File: src/rlzc_pkg.sv
// ----------------------------------------------------------------------------
// rlzc_pkg
// Types, constants and helpers shared by the row Laplacian zero-crossing block.
// ----------------------------------------------------------------------------
package rlzc_pkg;

    localparam int CFG_W = 12;

    typedef enum logic {
        CFG_ROW_LENGTH = 1'b0,
        CFG_ROW_COUNT  = 1'b1
    } t_cfg_idx;

    localparam int unsigned MIN_ROW_LENGTH = 4;
    localparam int unsigned MIN_ROW_COUNT  = 3;
    localparam int unsigned RST_ROW_LENGTH = 640;
    localparam int unsigned RST_ROW_COUNT  = 480;

    localparam logic [7:0] WHITE = 8'd255;

    localparam int Q_DEPTH = 4;
    localparam int Q_AW    = 2;
    localparam int Q_CW    = 3;
    localparam int N_PUSH  = 3;

    typedef struct packed {
        logic [7:0] first_channel;
        logic [7:0] second_channel;
        logic [7:0] blue_channel;
    } t_in_item;

    typedef struct packed {
        logic [7:0] first_channel_out;
        logic [7:0] second_channel_out;
        logic [7:0] blue_channel_out;
        logic       zero_cross_mark;
        logic       row_end;
        logic       frame_end;
    } t_out_item;

    typedef struct packed {
        logic [1:0]                   n;
        t_out_item [N_PUSH-1:0]       item;
    } t_push;

    function automatic t_out_item make_out(t_in_item px, logic mark, logic rend,
                                           logic fend);
        t_out_item r;
        r.first_channel_out  = mark ? WHITE : px.first_channel;
        r.second_channel_out = mark ? WHITE : px.second_channel;
        r.blue_channel_out   = mark ? WHITE : px.blue_channel;
        r.zero_cross_mark    = mark;
        r.row_end            = rend;
        r.frame_end          = fend;
        return r;
    endfunction

endpackage

File: src/rlzc_cell.sv
// ----------------------------------------------------------------------------
// rlzc_cell
// One pixel cell of the row history chain; loads its neighbour on a shift.
// ----------------------------------------------------------------------------
module rlzc_cell (
    input  logic              i_clk,
    input  logic              i_shift,
    input  rlzc_pkg::t_in_item i_px,
    output rlzc_pkg::t_in_item o_px
);
    import rlzc_pkg::*;

    t_in_item r_px;

    always_ff @(posedge i_clk) begin
        if (i_shift) begin
            r_px <= i_px;
        end
    end

    assign o_px = r_px;

endmodule

File: src/rlzc_queue.sv
// ----------------------------------------------------------------------------
// rlzc_queue
// Four-entry result queue taking up to three results per cycle, one out.
// ----------------------------------------------------------------------------
module rlzc_queue (
    input  logic                i_clk,
    input  logic                i_rst_n,
    input  rlzc_pkg::t_push     i_push,
    output logic                o_room,
    output logic                o_valid,
    input  logic                i_ready,
    output rlzc_pkg::t_out_item o_data
);
    import rlzc_pkg::*;

    t_out_item         r_mem [Q_DEPTH];
    logic [Q_AW-1:0]   r_wr, n_wr;
    logic [Q_AW-1:0]   r_rd, n_rd;
    logic [Q_CW-1:0]   r_cnt, n_cnt;
    logic              pop;

    assign pop     = (r_cnt != '0) && i_ready;
    assign o_valid = (r_cnt != '0);
    assign o_data  = r_mem[r_rd];
    // room for a full three-result burst
    assign o_room  = (r_cnt <= Q_CW'(1));

    always_comb begin
        n_wr  = r_wr + Q_AW'(i_push.n);
        n_rd  = r_rd + Q_AW'(pop);
        n_cnt = r_cnt + Q_CW'(i_push.n) - Q_CW'(pop);
    end

    always_ff @(posedge i_clk) begin
        if (!i_rst_n) begin
            r_wr  <= '0;
            r_rd  <= '0;
            r_cnt <= '0;
        end else begin
            r_wr  <= n_wr;
            r_rd  <= n_rd;
            r_cnt <= n_cnt;
        end
    end

    always_ff @(posedge i_clk) begin
        for (int k = 0; k < N_PUSH; k++) begin
            if (2'(k) < i_push.n) begin
                r_mem[r_wr + Q_AW'(k)] <= i_push.item[k];
            end
        end
    end

endmodule

File: src/row_laplacian_zero_crossing.sv
// ----------------------------------------------------------------------------
// row_laplacian_zero_crossing
// Marks horizontal zero crossings of the blue second difference in a stream.
// ----------------------------------------------------------------------------
// Usage:
//   Pixels enter on i_in_* in raster order (valid/ready) and leave on o_out_*
//   (valid/ready). Each transaction in yields no result in columns 0 and 1,
//   one result (the pixel two columns back) in later columns, and three
//   results on the last column of a row, the last flagged row_end (and
//   frame_end on the last row of the frame).
//   A result is registered in the output queue before it is visible on
//   o_out_*. Input runs at one pixel per cycle while the queue has room;
//   after the three-result burst at each row end, input is held off until
//   the queue is back to one entry.
//   A three-cell shift chain holds the pixel history; a four-entry queue
//   decouples the output, and o_in_ready drops while it holds two or more.
//   When the receiver stalls the queue fills and input is held off; nothing
//   is lost. Reset clears positions and the queue and loads row_length 640,
//   row_count 480. The user must write registers via i_cfg_* only while the
//   block is idle; the block itself does not enforce this.
// ----------------------------------------------------------------------------
module row_laplacian_zero_crossing #(
    parameter int MAX_ROW_LENGTH = 2048,
    parameter int MAX_ROW_COUNT  = 2048
) (
    input  logic                          i_clk,
    input  logic                          i_rst_n,
    input  logic                          i_cfg_we,
    input  rlzc_pkg::t_cfg_idx            i_cfg_idx,
    input  logic [rlzc_pkg::CFG_W-1:0]    i_cfg_data,
    input  logic                          i_in_valid,
    output logic                          o_in_ready,
    input  rlzc_pkg::t_in_item            i_in_data,
    output logic                          o_out_valid,
    input  logic                          i_out_ready,
    output rlzc_pkg::t_out_item           o_out_data
);
    import rlzc_pkg::*;

    localparam int CW = $clog2(MAX_ROW_LENGTH);
    localparam int RW = $clog2(MAX_ROW_COUNT);
    localparam int unsigned MAXL = MAX_ROW_LENGTH;
    localparam int unsigned MAXC = MAX_ROW_COUNT;
    localparam int unsigned LEN_RST = (RST_ROW_LENGTH > MAXL) ? MAXL : RST_ROW_LENGTH;
    localparam int unsigned CNT_RST = (RST_ROW_COUNT > MAXC) ? MAXC : RST_ROW_COUNT;
    localparam logic [CW-1:0] LEN_LAST_RST = CW'(LEN_RST - 1);
    localparam logic [RW-1:0] CNT_LAST_RST = RW'(CNT_RST - 1);

    logic [CW-1:0] r_len_last, n_len_last;
    logic [RW-1:0] r_cnt_last, n_cnt_last;
    logic [CW-1:0] r_col, n_col;
    logic [RW-1:0] r_row, n_row;

    int unsigned   cfg_v, len_c, cnt_c;
    logic          in_acc, last_col, last_row, inner_row, col_ge2, col_ge3;
    logic          mark, room;
    logic [8:0]    s1, s2, tw1, tw2;
    logic          d1_neg, d1_pos, d2_neg, d2_pos;
    t_in_item      chain [4];
    t_push         push;

    // --- configuration, stored as saturated last index ---
    always_comb begin
        cfg_v      = 32'(i_cfg_data);
        len_c      = (cfg_v < MIN_ROW_LENGTH) ? MIN_ROW_LENGTH :
                     (cfg_v > MAXL) ? MAXL : cfg_v;
        cnt_c      = (cfg_v < MIN_ROW_COUNT) ? MIN_ROW_COUNT :
                     (cfg_v > MAXC) ? MAXC : cfg_v;
        n_len_last = r_len_last;
        n_cnt_last = r_cnt_last;
        if (i_cfg_we) begin
            case (i_cfg_idx)
                CFG_ROW_LENGTH: n_len_last = CW'(len_c - 1);
                CFG_ROW_COUNT:  n_cnt_last = RW'(cnt_c - 1);
                default: ;
            endcase
        end
    end

    // --- history chain: chain[1] newest, chain[3] oldest ---
    assign chain[0] = i_in_data;

    for (genvar g = 0; g < 3; g++) begin : g_cell
        rlzc_cell u_cell (
            .i_clk   (i_clk),
            .i_shift (in_acc),
            .i_px    (chain[g]),
            .o_px    (chain[g+1])
        );
    end

    assign o_in_ready = room;
    assign in_acc     = i_in_valid && room;

    always_comb begin
        last_col  = (r_col >= r_len_last);
        last_row  = (r_row >= r_cnt_last);
        inner_row = (r_row != '0) && !last_row;
        col_ge2   = (r_col >= CW'(2));
        col_ge3   = (r_col >= CW'(3));

        // d1 = b[x+1] + b[x-1] - 2b[x], d2 = b[x+2] + b[x] - 2b[x+1]
        s1  = {1'b0, chain[1].blue_channel} + {1'b0, chain[3].blue_channel};
        tw1 = {chain[2].blue_channel, 1'b0};
        s2  = {1'b0, chain[0].blue_channel} + {1'b0, chain[2].blue_channel};
        tw2 = {chain[1].blue_channel, 1'b0};
        d1_neg = s1 < tw1;
        d1_pos = s1 > tw1;
        d2_neg = s2 < tw2;
        d2_pos = s2 > tw2;
        mark   = inner_row && col_ge3 && ((d1_neg && d2_pos) || (d1_pos && d2_neg));

        push.item[0] = make_out(chain[2], mark, 1'b0, 1'b0);
        push.item[1] = make_out(chain[1], 1'b0, 1'b0, 1'b0);
        push.item[2] = make_out(chain[0], 1'b0, 1'b1, last_row);
        if (!in_acc || !col_ge2) begin
            push.n = 2'd0;
        end else if (last_col) begin
            push.n = 2'd3;
        end else begin
            push.n = 2'd1;
        end

        n_col = r_col;
        n_row = r_row;
        if (in_acc) begin
            if (last_col) begin
                n_col = '0;
                n_row = last_row ? '0 : r_row + RW'(1);
            end else begin
                n_col = r_col + CW'(1);
            end
        end
    end

    always_ff @(posedge i_clk) begin
        if (!i_rst_n) begin
            r_len_last <= LEN_LAST_RST;
            r_cnt_last <= CNT_LAST_RST;
            r_col      <= '0;
            r_row      <= '0;
        end else begin
            r_len_last <= n_len_last;
            r_cnt_last <= n_cnt_last;
            r_col      <= n_col;
            r_row      <= n_row;
        end
    end

    rlzc_queue u_queue (
        .i_clk   (i_clk),
        .i_rst_n (i_rst_n),
        .i_push  (push),
        .o_room  (room),
        .o_valid (o_out_valid),
        .i_ready (i_out_ready),
        .o_data  (o_out_data)
    );

endmodule

File: config.mk
export PLATFORM = sky130hd
export DESIGN_NAME = row_laplacian_zero_crossing
export DESIGN_NICKNAME = d
export VERILOG_FILES = /design/src/rlzc_pkg.sv /design/src/rlzc_cell.sv /design/src/rlzc_queue.sv /design/src/row_laplacian_zero_crossing.sv
export SDC_FILE = /design/constraint.sdc
export NUM_CORES = 1
export LEC_CHECK = 0
export ABC_AREA = 1
export BUFFER_PORTS_ARGS = -buffer_cell sky130_fd_sc_hd__clkbuf_2
export CORE_MARGIN = 2
export CORE_UTILIZATION = 40
export CTS_BUF_LIST = sky130_fd_sc_hd__clkbuf_4 sky130_fd_sc_hd__clkbuf_8
export DETAILED_ROUTE_END_ITERATION = 6
export GPL_TIMING_DRIVEN = 0
export RECOVER_POWER = 50
export SETUP_SLACK_MARGIN = 0.4
export SYNTH_ARGS = -nofsm -noshare
export SYNTH_HDL_FRONTEND = slang
export SYNTH_SLANG_ARGS = --single-unit
File: constraint.sdc
create_clock -name i_clk -period 8 [get_ports i_clk]
set_input_delay 0.8 -clock i_clk [delete_from_list [all_inputs] [get_ports i_clk]]
set_output_delay 0.8 -clock i_clk [all_outputs]
set_load 0.01 [all_outputs]
==> run summary <==
Status = complete, but fails checks
Failing checks = max-capacitance violations, max-slew violations
Total track usage = 20.9%
Most frequent cell after synthesis = nand2_1
Post-synth cell types = 47
Worst skew pair latency = 540 ps
Cts bufs inserted = 38
Clock slew at reported path FFs = 60 ps
Die X = 178 um
Max Slew Vio Count = 93
Final hold violation count = 0
Setup CP Type = reg2reg
Mapped cell area = 12100 um2
Synth Area per Inst = 8.28 um2
CP Capture Type = flop
PostCTS Resize Cnt = 0
Ranking of synthesized cells by area = edfxtp_1 (39%), nand2_1 (14%), dfxtp_1 (9.8%)
Seq/Total Area, Yosys = 48.7%
Max-cap violations = 2
Setup bufs post-CTS = 0
Via count of the first global-routing pass = 9952
Port bufs = 70
Setup TNS = 0 ps
Worst R2R Path Depth = 6
Critical-path top delay cell = clkbuf_1
Largest net degree at the start of global routing = 66
Longest Clk Path Bufs = 3
Synthesis-to-finish area growth = 12.5%
CTS tree = built
Final #Nets = 1677
Ports = 71
Arr. time, crit path = 5440 ps
CTS Root Cell = clkbuf_8
Initial Util = 40.7%
Worst-Margin Slew = 3730 ps
Post-synth EDFFs = 156
Final ANT Viol Nets = 0
First-iteration detailed-routing DRC count = 841
DRT Pass-1 Iters = 5
Fin crit share = 64.6%
GR Overflow Total = 0
Minimum clock period = 5170 ps
Hold Buf Count CTS = 0
Syn nets = 1566
Worst EP required = 8280 ps
RSZ-0062 raised after global routing = false
Post-synth top cells = nand2_1 (443), edfxtp_1 (156), inv_1 (142), nand3_1 (142), nor2_1 (123)
Startpoint types = flop
Ant. Diodes = 0
RD Place Congestion = 0.826
Syn Inst Count = 1456
DRC viols = 0
Cell Rows = 63
Setup violations, final = 0
Synth top area share = 38.9%
LEAKAGE = 0.00604 uW
HPWL Detailed = 21700 um
Fmax = 0.194 GHz
Antenna violations before repair = 1
Slew headroom = -149%
Area leader, netlist = edfxtp_1
First-pass GRT wire length = 51100 um
Hold Path Cell Cnt = 2
FFs w/ async S/R, synth = 0%
Layout cells sized above 1 = 9.35%
Synth Register Bits = 215
Die area = 31500 um2
Worst-path cell chain = nor3b_1 -> clkbuf_1 -> nand2_1 -> nand2_1 -> clkbuf_1 -> a211oi_1
Drt total wl = 32400 um
WL/cell = 16.3 um
HP Class = reg2reg
Core area = 29600 um2
Synth warnings = 0
Ys flop type = edfxtp_1
Crit path largest cell delay = 2660 ps
Die Span Y = 178 um
Hold slack = 465 ps
Total clock sinks = 215
Worst VDD drop = 0.0000985 V
Clock skew = 28.6 ps
Worst Path Max Fanout = 65
Via density per instance = 5.16
Pwr per Cell Area = 257 nW/um2
DR vias = 10200
H-tree Lvls = 2
## per-stage QoR
step	util [%]	power [uW]	cells	setup WS, ps	instance area (um2)
2_1_floorplan	-	2100	1456	4260	12100
3_3_place_gp	43.5	2440	1916	3450	12900
3_5_place_dp	43.6	2470	1917	3380	12900
4_1_cts	46.2	3520	1984	3780	13700
5_1_grt	45.7	3690	1984	2240	13600
6_report	45.7	3480	1984	2830	13600
## final timing paths
path,from,to,slack (ps)
worst max-delay path,u_queue.r_cnt[1],r_col[1],2830
worst min-delay path,u_queue.r_mem[1][1],u_queue.r_mem[1][1],470
worst max register to register,u_queue.r_cnt[1],r_col[1],2830
worst min register to register,u_queue.r_mem[1][1],u_queue.r_mem[1][1],470
## metal layers
metal	vias up	wire length [um]	track usage [%]	share of wire, %
li1	5066	-	-	-
met1	4772	14000	26.6	43
met2	317	15300	35.8	47
met3	85	2100	3.23	6.5
met4	2	924	7.86	2.9
met5	-	11	0	0.034
## critical path: cells and delay by family, from the launching register on
family / cells / cell delay, ps
compound gates: 1 / 80
buf+inv: 2 / 3110
flops: 1 / 330
simple gates: 3 / 1370
## cell families after synthesis
group	synth area share, %
AND/OR/NAND/NOR	26.9
flip-flops	48.7
buffers and inverters	7.13
AO/OA/AOI/OAI	8.05
adder cells (fa/ha/maj)	7.25
XOR/XNOR	2.03
## state kept, by name, summed over array words and instances (netlist names)
| signal | cells |
|---|---|
| u_queue.r_cnt | 3 |
| r_col | 11 |
| r_cnt_last | 11 |
| g_cell.u_cell.o_px | 56 |
| u_queue.r_wr | 2 |
| u_queue.r_mem | 108 |
| r_row | 11 |
| u_queue.r_rd | 2 |
| r_len_last | 11 |
## cell usage in the layout (no fill, tap or decap), types with 6 or more instances in the layout
cell type / count
nand2_2: 11
a21oi_1: 47
clkinv_1: 10
o21ai_0: 85
xor2_1: 21
inv_1: 143
edfxtp_1: 156
buf_2: 10
inv_2: 6
ha_1: 65
o22ai_1: 30
xnor2_1: 7
nand2_1: 447
nor3_1: 9
nand4_1: 10
buf_6: 6
nand3_1: 142
clkbuf_4: 9
clkbuf_2: 43
clkbuf_8: 41
dfxtp_1: 59
clkbuf_1: 58
nor2_1: 123
## where the power goes
group          switching [uW]  internal (uW)
Sequential               73.9           1350
Combinational             674            340
Clock                     466            580
## area by class of cell
cell class	instances	area [um2]
Buffer	54	283
Timing Repair Buffer	71	320
Multi-Input combinational cell	1036	5270
Fill cell	2986	16100
Inverter	151	567
Tap cell	390	488
Sequential cell	215	5870
Clock buffer	50	632
Clock inverter	17	130
(Power assumes the default switching activity.)
